### config.mk
export PLATFORM = sky130hd
export DESIGN_NAME = ds402_enable_and_fault_reset_flat
export DESIGN_NICKNAME = d
export VERILOG_FILES = /design/src/rtl/ds402_efr_pkg.sv /design/src/rtl/ds402_efr_if.sv /design/src/rtl/ds402_enable_and_fault_reset.sv /design/src/flat_wrapper.sv
export VERILOG_INCLUDE_DIRS = /design/src /design/src/rtl
export SDC_FILE = /design/constraint.sdc
export NUM_CORES = 1
export LEC_CHECK = 0
export BUFFER_PORTS_ARGS = -buffer_cell sky130_fd_sc_hd__buf_2
export CAP_MARGIN = 20
export CELL_PAD_IN_SITES_DETAIL_PLACEMENT = 0
export CELL_PAD_IN_SITES_GLOBAL_PLACEMENT = 1
export CORE_ASPECT_RATIO = 1.5
export CORE_MARGIN = 1.5
export CORE_UTILIZATION = 46
export CTS_BUF_LIST = sky130_fd_sc_hd__clkbuf_4 sky130_fd_sc_hd__clkbuf_8 sky130_fd_sc_hd__clkbuf_16
export DETAILED_ROUTE_END_ITERATION = 8
export PLACE_DENSITY_LB_ADDON = 0.1
export SYNTH_ARGS = -nofsm -noshare
export SYNTH_HDL_FRONTEND = slang
export SYNTH_SLANG_ARGS = --single-unit
### constraint.sdc
create_clock -name clk -period 6.1 [get_ports clk]
set_input_delay 1.22 -clock clk [delete_from_list [all_inputs] [get_ports clk]]
set_output_delay 1.22 -clock clk [all_outputs]
set_load 0.02 [all_outputs]
### src/rtl/ds402_enable_and_fault_reset_assert.svh
// assertion macros for the drive enable sequencer
`ifndef DS402_ENABLE_AND_FAULT_RESET_ASSERT_SVH
`define DS402_ENABLE_AND_FAULT_RESET_ASSERT_SVH

// condition holds in the same cycle as the trigger
`define DS402_ASSERT_NOW(label, clk, rst_n, trig, cond) \
  label: assert property (@(posedge clk) disable iff (!rst_n) (trig) |-> (cond)) \
    else $error("ds402 assertion failed");

// condition holds in the cycle after the trigger
`define DS402_ASSERT_NEXT(label, clk, rst_n, trig, cond) \
  label: assert property (@(posedge clk) disable iff (!rst_n) (trig) |=> (cond)) \
    else $error("ds402 assertion failed");

`endif

### src/rtl/ds402_efr_pkg.sv
`default_nettype none
package ds402_efr_pkg;

  localparam logic [3:0] ST_NOTREADY   = 4'd0;
  localparam logic [3:0] ST_SWONDIS    = 4'd1;
  localparam logic [3:0] ST_READY      = 4'd2;
  localparam logic [3:0] ST_SWITCHEDON = 4'd3;
  localparam logic [3:0] ST_OPENABLED  = 4'd4;
  localparam logic [3:0] ST_QUICKSTOP  = 4'd5;
  localparam logic [3:0] ST_FREACTION  = 4'd6;
  localparam logic [3:0] ST_FAULT      = 4'd7;
  localparam logic [3:0] ST_UNKNOWN    = 4'd8;

  localparam logic CMD_ENABLE      = 1'b0;
  localparam logic CMD_FAULT_RESET = 1'b1;

  localparam logic [15:0] CW_NONE        = 16'h0000;
  localparam logic [15:0] CW_SHUTDOWN    = 16'h0006;
  localparam logic [15:0] CW_ENERGISE    = 16'h0007;
  localparam logic [15:0] CW_ENABLE_OP   = 16'h000F;
  localparam logic [15:0] CW_FAULT_ACK   = 16'h0080;

  localparam int unsigned SYNC_W   = 10;
  localparam int unsigned RCOUNT_W = 7;

  localparam logic [SYNC_W-1:0]   SYNC_HOLD_RESET = 10'd10;
  localparam logic [RCOUNT_W-1:0] RESET_ZERO_LAST  = 7'd5;
  localparam logic [RCOUNT_W-1:0] RESET_PULSE_LAST = 7'd15;
  localparam logic [RCOUNT_W-1:0] RESET_GIVE_UP    = 7'd100;

  typedef struct packed {
    logic               command;
    logic               frame_valid;
    logic [15:0]        status_word;
    logic signed [31:0] actual_counts;
  } in_item_t;

  typedef struct packed {
    logic [15:0]        control_word;
    logic signed [31:0] target_counts;
    logic               target_written;
    logic               operation_enabled;
    logic [3:0]         drive_state_code;
    logic               reset_failed;
    logic               reset_in_progress;
  } out_item_t;

  function automatic logic [3:0] decode_status(input logic [15:0] sw);
    logic [3:0] st;
    if ((sw & 16'h004F) == 16'h000F) st = ST_FREACTION;
    else if (sw[3]) st = ST_FAULT;
    else if ((sw & 16'h004F) == 16'h0000) st = ST_NOTREADY;
    else if ((sw & 16'h006F) == 16'h0040) st = ST_SWONDIS;
    else if ((sw & 16'h006F) == 16'h0021) st = ST_READY;
    else if ((sw & 16'h006F) == 16'h0023) st = ST_SWITCHEDON;
    else if ((sw & 16'h006F) == 16'h0027) st = ST_OPENABLED;
    else if ((sw & 16'h0067) == 16'h0007) st = ST_QUICKSTOP;
    else st = ST_UNKNOWN;
    return st;
  endfunction

  // true in the pulse half of each 20-value period of the reset count
  function automatic logic pulse_phase(input logic [RCOUNT_W-1:0] c);
    return (c < 7'd10) ||
           ((c >= 7'd20) && (c < 7'd30)) ||
           ((c >= 7'd40) && (c < 7'd50)) ||
           ((c >= 7'd60) && (c < 7'd70)) ||
           ((c >= 7'd80) && (c < 7'd90)) ||
           ((c >= 7'd100) && (c < 7'd110)) ||
           (c >= 7'd120);
  endfunction

endpackage
`default_nettype wire

### src/rtl/ds402_efr_if.sv
`default_nettype none
interface ds402_efr_in_if;
  logic                   valid;
  logic                   ready;
  ds402_efr_pkg::in_item_t data;
  modport source (output valid, output data, input ready);
  modport sink (input valid, input data, output ready);
endinterface

interface ds402_efr_out_if;
  logic                    valid;
  logic                    ready;
  ds402_efr_pkg::out_item_t data;
  modport source (output valid, output data, input ready);
  modport sink (input valid, input data, output ready);
endinterface

interface ds402_efr_cfg_if;
  logic                                    valid;
  logic                                    ready;
  logic [ds402_efr_pkg::SYNC_W-1:0]        data;
  modport source (output valid, output data, input ready);
  modport sink (input valid, input data, output ready);
endinterface
`default_nettype wire

### src/rtl/ds402_enable_and_fault_reset.sv
// drive enable and fault reset sequencer, master side of a ds402 drive
// in_ch: one transfer per bus cycle with command, frame_valid, statusword
//   and actual position; frame_valid low keeps the previously latched status
// out_ch: one result per input transfer with controlword, target position,
//   target_written, operation_enabled, drive state code and reset flags
// cfg_ch: writes sync_hold_cycles, always ready; the user must write only while the block is idle, not enforced here
// the result is registered and valid in the cycle after its input transfer
// throughput: one item per cycle when out_ch does not stall, set by the single decode and update
//   stage between the state registers and the result register
// when out_ch stalls the result register holds and in_ch.ready drops until
//   the result is taken; in_ch.ready is high whenever the result register
//   is empty or being taken in the same cycle
// reset (synchronous, rst_n low) clears all sequencer state, sets the drive
//   state to unknown and sync_hold_cycles to 10, and empties the output
`default_nettype none
module ds402_enable_and_fault_reset (
  input  wire logic      clk,
  input  wire logic      rst_n,
  ds402_efr_in_if.sink   in_ch,
  ds402_efr_out_if.source out_ch,
  ds402_efr_cfg_if.sink  cfg_ch
);
  import ds402_efr_pkg::*;

  `include "ds402_enable_and_fault_reset_assert.svh"

  logic [SYNC_W-1:0]   sync_hold_r;
  logic signed [31:0]  latched_actual_r, latched_actual_nxt;
  logic [3:0]          decoded_state_r, decoded_state_nxt;
  logic                sync_active_r, sync_active_nxt;
  logic [SYNC_W-1:0]   sync_count_r, sync_count_nxt;
  logic                reset_pending_r, reset_pending_nxt;
  logic [RCOUNT_W-1:0] reset_count_r, reset_count_nxt;
  logic [15:0]         held_control_r, held_control_nxt;
  logic signed [31:0]  held_target_r, held_target_nxt;
  logic                out_valid_r;
  out_item_t           out_data_r, out_data_nxt;

  logic                in_xfer;
  logic                do_enable;
  logic                target_written;
  logic                op_enabled;
  logic                failed;
  logic [RCOUNT_W-1:0] rcount;
  logic [SYNC_W-1:0]   scount;

  assign in_ch.ready  = !out_valid_r || out_ch.ready;
  assign in_xfer      = in_ch.valid && in_ch.ready;
  assign cfg_ch.ready = 1'b1;
  assign out_ch.valid = out_valid_r;
  assign out_ch.data  = out_data_r;

  always_comb begin
    latched_actual_nxt = latched_actual_r;
    decoded_state_nxt  = decoded_state_r;
    sync_active_nxt    = sync_active_r;
    sync_count_nxt     = sync_count_r;
    reset_pending_nxt  = reset_pending_r;
    reset_count_nxt    = reset_count_r;
    held_control_nxt   = held_control_r;
    held_target_nxt    = held_target_r;
    do_enable          = 1'b0;
    target_written     = 1'b0;
    op_enabled         = 1'b0;
    failed             = 1'b0;
    rcount             = '0;
    scount             = '0;

    if (in_ch.data.frame_valid) begin
      latched_actual_nxt = in_ch.data.actual_counts;
      decoded_state_nxt  = decode_status(in_ch.data.status_word);
    end

    if (in_ch.data.command == CMD_ENABLE) begin
      do_enable = 1'b1;
    end else begin
      rcount            = (reset_pending_r ? reset_count_r : '0) + RCOUNT_W'(1);
      reset_pending_nxt = 1'b1;
      reset_count_nxt   = rcount;
      if (rcount <= RESET_ZERO_LAST) begin
        held_control_nxt = CW_NONE;
      end else if (rcount <= RESET_PULSE_LAST) begin
        held_control_nxt = CW_FAULT_ACK;
      end else if (decoded_state_nxt != ST_FAULT && decoded_state_nxt != ST_FREACTION) begin
        reset_pending_nxt = 1'b0;
        reset_count_nxt   = '0;
        do_enable         = 1'b1;
      end else if (rcount > RESET_GIVE_UP) begin
        reset_pending_nxt = 1'b0;
        reset_count_nxt   = '0;
        failed            = 1'b1;
      end else begin
        held_control_nxt = pulse_phase(rcount) ? CW_FAULT_ACK : CW_NONE;
      end
    end

    if (do_enable) begin
      if (decoded_state_nxt != ST_SWITCHEDON) begin
        sync_active_nxt = 1'b0;
        sync_count_nxt  = '0;
      end
      case (decoded_state_nxt)
        ST_SWONDIS: begin
          held_control_nxt = CW_SHUTDOWN;
        end
        ST_READY: begin
          held_control_nxt = CW_ENERGISE;
        end
        ST_SWITCHEDON: begin
          scount          = sync_active_r ? sync_count_r : '0;
          sync_active_nxt = 1'b1;
          held_target_nxt = latched_actual_nxt;
          target_written  = 1'b1;
          if (scount < sync_hold_r) begin
            held_control_nxt = CW_ENERGISE;
            sync_count_nxt   = scount + SYNC_W'(1);
          end else begin
            held_control_nxt = CW_ENABLE_OP;
            sync_count_nxt   = scount;
          end
        end
        ST_OPENABLED: begin
          held_control_nxt = CW_ENABLE_OP;
          op_enabled       = 1'b1;
        end
        default: begin
        end
      endcase
    end

    out_data_nxt.control_word      = held_control_nxt;
    out_data_nxt.target_counts     = held_target_nxt;
    out_data_nxt.target_written    = target_written;
    out_data_nxt.operation_enabled = op_enabled;
    out_data_nxt.drive_state_code  = decoded_state_nxt;
    out_data_nxt.reset_failed      = failed;
    out_data_nxt.reset_in_progress = reset_pending_nxt;
  end

  always_ff @(posedge clk) begin
    if (!rst_n) begin
      sync_hold_r      <= SYNC_HOLD_RESET;
      latched_actual_r <= '0;
      decoded_state_r  <= ST_UNKNOWN;
      sync_active_r    <= 1'b0;
      sync_count_r     <= '0;
      reset_pending_r  <= 1'b0;
      reset_count_r    <= '0;
      held_control_r   <= '0;
      held_target_r    <= '0;
      out_valid_r      <= 1'b0;
    end else begin
      if (cfg_ch.valid) begin
        sync_hold_r <= cfg_ch.data;
      end
      if (in_xfer) begin
        latched_actual_r <= latched_actual_nxt;
        decoded_state_r  <= decoded_state_nxt;
        sync_active_r    <= sync_active_nxt;
        sync_count_r     <= sync_count_nxt;
        reset_pending_r  <= reset_pending_nxt;
        reset_count_r    <= reset_count_nxt;
        held_control_r   <= held_control_nxt;
        held_target_r    <= held_target_nxt;
        out_valid_r      <= 1'b1;
      end else if (out_ch.ready) begin
        out_valid_r <= 1'b0;
      end
    end
  end

  // result payload
  always_ff @(posedge clk) begin
    if (in_xfer) begin
      out_data_r <= out_data_nxt;
    end
  end

  `DS402_ASSERT_NOW(a_fail_ends_reset, clk, rst_n, out_valid_r && out_data_r.reset_failed, !out_data_r.reset_in_progress)
  `DS402_ASSERT_NOW(a_target_in_swon, clk, rst_n, out_valid_r && out_data_r.target_written, out_data_r.drive_state_code == ST_SWITCHEDON)
  `DS402_ASSERT_NOW(a_openabled_cw, clk, rst_n, out_valid_r && out_data_r.operation_enabled, out_data_r.control_word == CW_ENABLE_OP)
  `DS402_ASSERT_NOW(a_reset_count_range, clk, rst_n, reset_pending_r, reset_count_r != '0 && reset_count_r <= RESET_GIVE_UP)

endmodule
`default_nettype wire
### src/flat_wrapper.sv
// flat-port wrapper written by rule: the top's interface ports become plain ports
module ds402_enable_and_fault_reset_flat import ds402_efr_pkg::*;
  (clk, rst_n, in_ch_valid, in_ch_data, in_ch_ready, out_ch_valid, out_ch_data, out_ch_ready, cfg_ch_valid, cfg_ch_data, cfg_ch_ready);
  ds402_efr_in_if in_ch_i ();
  ds402_efr_out_if out_ch_i ();
  ds402_efr_cfg_if cfg_ch_i ();
  input  wire logic clk;
  input  wire logic rst_n;
  input wire logic [$bits(in_ch_i.valid)-1:0] in_ch_valid;
  input wire logic [$bits(in_ch_i.data)-1:0] in_ch_data;
  output wire logic [$bits(in_ch_i.ready)-1:0] in_ch_ready;
  output wire logic [$bits(out_ch_i.valid)-1:0] out_ch_valid;
  output wire logic [$bits(out_ch_i.data)-1:0] out_ch_data;
  input wire logic [$bits(out_ch_i.ready)-1:0] out_ch_ready;
  input wire logic [$bits(cfg_ch_i.valid)-1:0] cfg_ch_valid;
  input wire logic [$bits(cfg_ch_i.data)-1:0] cfg_ch_data;
  output wire logic [$bits(cfg_ch_i.ready)-1:0] cfg_ch_ready;
  assign in_ch_i.valid = in_ch_valid;
  assign in_ch_i.data = in_ch_data;
  assign in_ch_ready = in_ch_i.ready;
  assign out_ch_valid = out_ch_i.valid;
  assign out_ch_data = out_ch_i.data;
  assign out_ch_i.ready = out_ch_ready;
  assign cfg_ch_i.valid = cfg_ch_valid;
  assign cfg_ch_i.data = cfg_ch_data;
  assign cfg_ch_ready = cfg_ch_i.ready;
  ds402_enable_and_fault_reset u_core (.clk(clk), .rst_n(rst_n), .in_ch(in_ch_i), .out_ch(out_ch_i), .cfg_ch(cfg_ch_i));
endmodule
* After elaboration in Yosys (flattened, before gate mapping) *
Cells that the tools add are included.
Widths: inputs -> output; s select.

storage, ports and cells
  bits of input ports = 65
  word-level logic and storage cells = 116
  bits in read-only memories = 0
  memories = 0
  register bits = 170
  bits in latches = 0
  RAM bits = 0
  output and inout port bits = 59

cells by class
  bitwise gates (word level) = 1
  muxes and demuxes = 46
  equal/unequal tests = 13
  shift-type cells = 0
  multipliers = 0
  $add $sub $neg = 2
  divide/modulo/power cells = 0
  order comparisons = 16
  reduce and logical (&&, ||, !) cells = 21

operator list
  kind                   number
  $mux 16                6
  $mux 32                3
  $pmux 16 s4            1
  $mux 10                4
  $mux 4                 10
  $mux 7                 5
  $ge 7x7->1 const B     3
  $lt 7x7->1 const B     3
  $eq 6x5->1 const B     3
  $logic_not 16->1       1
  $mux 1                 16
  $ge 7x6->1 const B     2
  $add 10x1->10 const B  1
  $lt 10x10->1           1
  $eq 4x2->1 const B     2
  $mux 8                 1
  $ne 4x3->1 const B     2
  $add 7x1->7 const B    1
  $ge 7x5->1 const B     1
  $gt 7x7->1 const B     1
  $le 7x3->1 const B     1
  $le 7x4->1 const B     1
  $logic_and 1x1->1      7
  $logic_or 1x1->1       7
  15 further kinds       16

* Longest topological paths before layout *
  depth after elaboration = 18
  gate-level depth with buffers = 14

* Worst setup path before layout *
No wires, ideal clock.

  kind = input -> register
  from = input port out_ch_ready
  to = register u_core.held_target_r[10]
  path buffers = 1
  data arrival time = 4133 ps
  setup time = 70 ps
  cell stages on the path = 9
  setup slack = 1897 ps
  cell sequence = nand2b_1 -> nand2_1 -> clkinv_1 -> nand2_1 -> nor2_1 -> nand2_1 -> clkbuf_1 -> nand2_1 -> a21oi_1

on the way
  longest elaborated chain between the ends = 2

ends and longest elaborated chain
  item                      line                                 text
  start, declared           flat_wrapper.sv:14                   input wire logic [$bits(out_ch_i.ready)-1:0] out_ch_ready;
  $logic_or 1x1->1          ds402_enable_and_fault_reset.sv:47   assign in_ch.ready = !out_valid_r || out_ch.ready;
  $logic_and 1x1->1         ds402_enable_and_fault_reset.sv:48   assign in_xfer = in_ch.valid && in_ch.ready;
  named net u_core.in_xfer  ds402_enable_and_fault_reset.sv:39   logic in_xfer;
  end signal, assigned      ds402_enable_and_fault_reset.sv:164  held_target_r <= held_target_nxt;
  end, declared             ds402_enable_and_fault_reset.sv:35   logic signed [31:0] held_target_r, held_target_nxt;

The timed path passes the listed nets, and every way through them passes these cells.
A chain may end at the register's enable or synchronous reset.

* Worst setup path in the final report *
  from = register u_core.reset_pending_r
  to = register u_core.held_target_r[18]

on the way
  longest elaborated chain between the ends = 7
  elaborated cells on any way between the ends = 8

ends and longest elaborated chain
  item                    line                                 text
  start, declared         ds402_enable_and_fault_reset.sv:32   logic reset_pending_r, reset_pending_nxt;
  start signal, assigned  ds402_enable_and_fault_reset.sv:161  reset_pending_r <= reset_pending_nxt;
  $mux 7 *                ds402_enable_and_fault_reset.sv:77   rcount = (reset_pending_r ? reset_count_r : '0) + RCOUNT_W'(1);
  $add 7x1->7 *           ds402_enable_and_fault_reset.sv:77
  $le 7x4->1              ds402_enable_and_fault_reset.sv:82   end else if (rcount <= RESET_PULSE_LAST) begin
  $mux 1                  ds402_enable_and_fault_reset.sv:82
  $mux 1 *                ds402_enable_and_fault_reset.sv:80   if (rcount <= RESET_ZERO_LAST) begin
  $mux 1 *                ds402_enable_and_fault_reset.sv:74   if (in_ch.data.command == CMD_ENABLE) begin
  $mux 32 *               ds402_enable_and_fault_reset.sv:97   if (do_enable) begin

Mark *: on every way between the ends. The rest lies on a longest branch, timed or not.

==> metrics <==
crit path time final 4110 ps; Max Cap Viol 0; Max Buffers Root-to-Sink 2; setup TNS 0 ps; CTS tree yes; Vias/cell 5.49; Clk pin slew, worst setup/hold paths 60 ps; Slew headroom 33.7%; Pleak 3.54 nW; combinational group share of total power 8.4%; HP Class reg -> reg; Nets 1029; switch share 23.7%; worst slew pin tran 995 ps; Hold Buf Count CTS 0; commonest non-fill, non-tap cells in the layout nand2_1 (181), dfxtp_1 (114), buf_2 (112); Setup CP Type reg -> reg; power share of the sequential group 48.1%; skew final 9.35 ps; Resized cells post-CTS 0; post-synthesis async set-or-reset flop share 0%; first-pass GRT wire length 30900 um; Yosys cell types 65; first-pass iteration count of the detailed router 5; DRC Markers 0; Max FO, Critical Path 64; Syn. warnings 0; WL/cell 16.2 um; CTS H-Tree Depth 4; achievable clock frequency 0.243 GHz; final hold vios 0; Layout area overhead 15.7%; GR Util All Layers 22.1%; Placer Congestion 0.807; Port Buffers 112; final setup vio count 0; row cnt 58; total number of vias 6454; Net Switching 0.605 mW; RSZ-0062 raised after global routing false; Die X 110 um; Worst-Skew Late Latency 430 ps; Avg Cell Area, Syn 9.03 um^2; Die ar. 18000 um^2; startpoint types flop; Tcrit/Tclk final 67.4%; die height 163 um; worst vdd ir 0.000151 V; Ports 124; status finished clean; Seq cells post-synth 170; Clock Power Share 43.5%; aggregate global routing overflow 0; Int Power 1.95 mW; n_diodes 0; Core ar. 16800 um^2; Post-synth top flop dfxtp_1; Root Driver clkbuf_16; endpoint class of the critical path flop; Critical Path RT 6450 ps; Post-synth EDFFs 56; layout cells sized above 1 17.3%; DR iter-0 viols 336; Data arrival, critical path 4460 ps; Inserted Clock Buffers 17; Cells after Synth 873; hold_ws 452 ps; largest net degree at the start of global routing 65; initial antenna violation count 1; final slew viol count 0; Seq/Total Area, Yosys 50.3%; vias in the first global route 6410; antenna-violating nets left 0; Post-Route WL 19000 um; path depth of the worst reg2reg path 10; syn nets 949; Cell Area, Synth 7890 um^2; clock sinks 170; post-DP HPWL 12700 um; post-CTS setup buffer count 0; Starting Density 47.0%; Pwr Density 280 nW/um^2; commonest non-fill, non-tap cell in the layout nand2_1; WHS Path Cells 2
==> power groups by stage <==
stage / logic (mW) / clock network [mW] / registers [mW]
after floorplan: 0.116 / 0 / 1.27
after global placement: 0.213 / 0 / 1.25
after detailed placement: 0.218 / 0 / 1.25
after CTS: 0.219 / 1.14 / 1.23
after global routing: 0.239 / 1.18 / 1.23
final: 0.215 / 1.11 / 1.23
==> routing by layer <==
| metal | track usage (%) | share of wire, % | vias to the layer above |
|---|---|---|---|
| met2 | 38.9 | 51 | 145 |
| met4 | 7.85 | 2.1 | 2 |
| met5 | 0 | 0.053 | - |
| li1 | - | - | 3228 |
| met3 | 6.54 | 6.2 | 27 |
| met1 | 24.9 | 41 | 3052 |
==> flip-flops by register name (all words and copies together), names as in the netlist <==
signal,cells
u_core.decoded_state_r,4
u_core.held_control_r,16
u_core.held_target_r,32
u_core.latched_actual_r,32
u_core.out_ch.data,56
u_core.out_ch.valid,1
u_core.reset_count_r,7
u_core.reset_pending_r,1
u_core.sync_active_r,1
u_core.sync_count_r,10
u_core.sync_hold_r,10
==> critical path, stage by stage (launching register included) <==
cell and delay, ps:
dfxtp_1 630, nand2_1 150, ha_1 470, nand2b_1 190, nor4_1 580, o21a_1 280, o21ai_2 110, or2_2 670
buf_4 390, or3_1 400, a21oi_1 150
==> cells in the mapped netlist, drive strengths merged, types with 13 or more instances <==
| cell type | instances | area share (%) |
|---|---|---|
| a21oi | 101 | 6.4 |
| and2 | 36 | 2.9 |
| buf | 13 | 1.2 |
| clkbuf | 47 | 2.2 |
| dfxtp | 114 | 29 |
| edfxtp | 56 | 21 |
| inv | 21 | 1.0 |
| mux2i | 42 | 5.3 |
| nand2 | 181 | 8.6 |
| nor2 | 26 | 1.2 |
| o21ai | 56 | 3.6 |
| or3 | 37 | 2.9 |
==> final timing paths <==
kind / from / endpoint / slack, ps
worst max-delay path: u_core.reset_pending_r / u_core.held_target_r[18] / 1990
worst min-delay path: u_core.latched_actual_r[24] / u_core.latched_actual_r[24] / 450
worst max register to register: u_core.reset_pending_r / u_core.held_target_r[18] / 1990
worst min register to register: u_core.latched_actual_r[24] / u_core.latched_actual_r[24] / 450
==> per-stage QoR <==
| step | cell area (um^2) | setup slack [ps] | utilization, % | std cells | total power, mW |
|---|---|---|---|---|---|
| after CTS | 9120 | 2050 | 54.4 | 1175 | 2.59 |
| after global placement | 8510 | 1860 | 50.7 | 1144 | 1.46 |
| final | 9120 | 1990 | 54.4 | 1175 | 2.55 |
| after global routing | 9120 | 1710 | 54.4 | 1175 | 2.65 |
| after detailed placement | 8510 | 1840 | 50.7 | 1144 | 1.47 |
| after floorplan | 7890 | 1900 | - | 873 | 1.39 |
==> cells by family (layout without fill, tap and decap cells) <==
logic type      Yosys count  count (layout)  share of synthesized area (%)
xor+xnor                  6               6                          0.666
simple gates            351             351                           21.5
compound gates          207             207                           15.5
buf+inv                  82             174                           4.51
fa+ha+maj                12              12                           1.87
mux                      44              44                           5.62
other cells               1               1                         0.0476
flops                   170             170                           50.3
==> cell type report <==
cell class	instances	area (um^2)
timing repair buffer	121	628
fill	1572	7640
multi-input combinational	621	3570
clock inverter	9	111
sequential	170	3960
tap	210	263
clock buffer	22	504
inverter	22	82.6
Note: power is estimated with default switching activity, not from simulation.
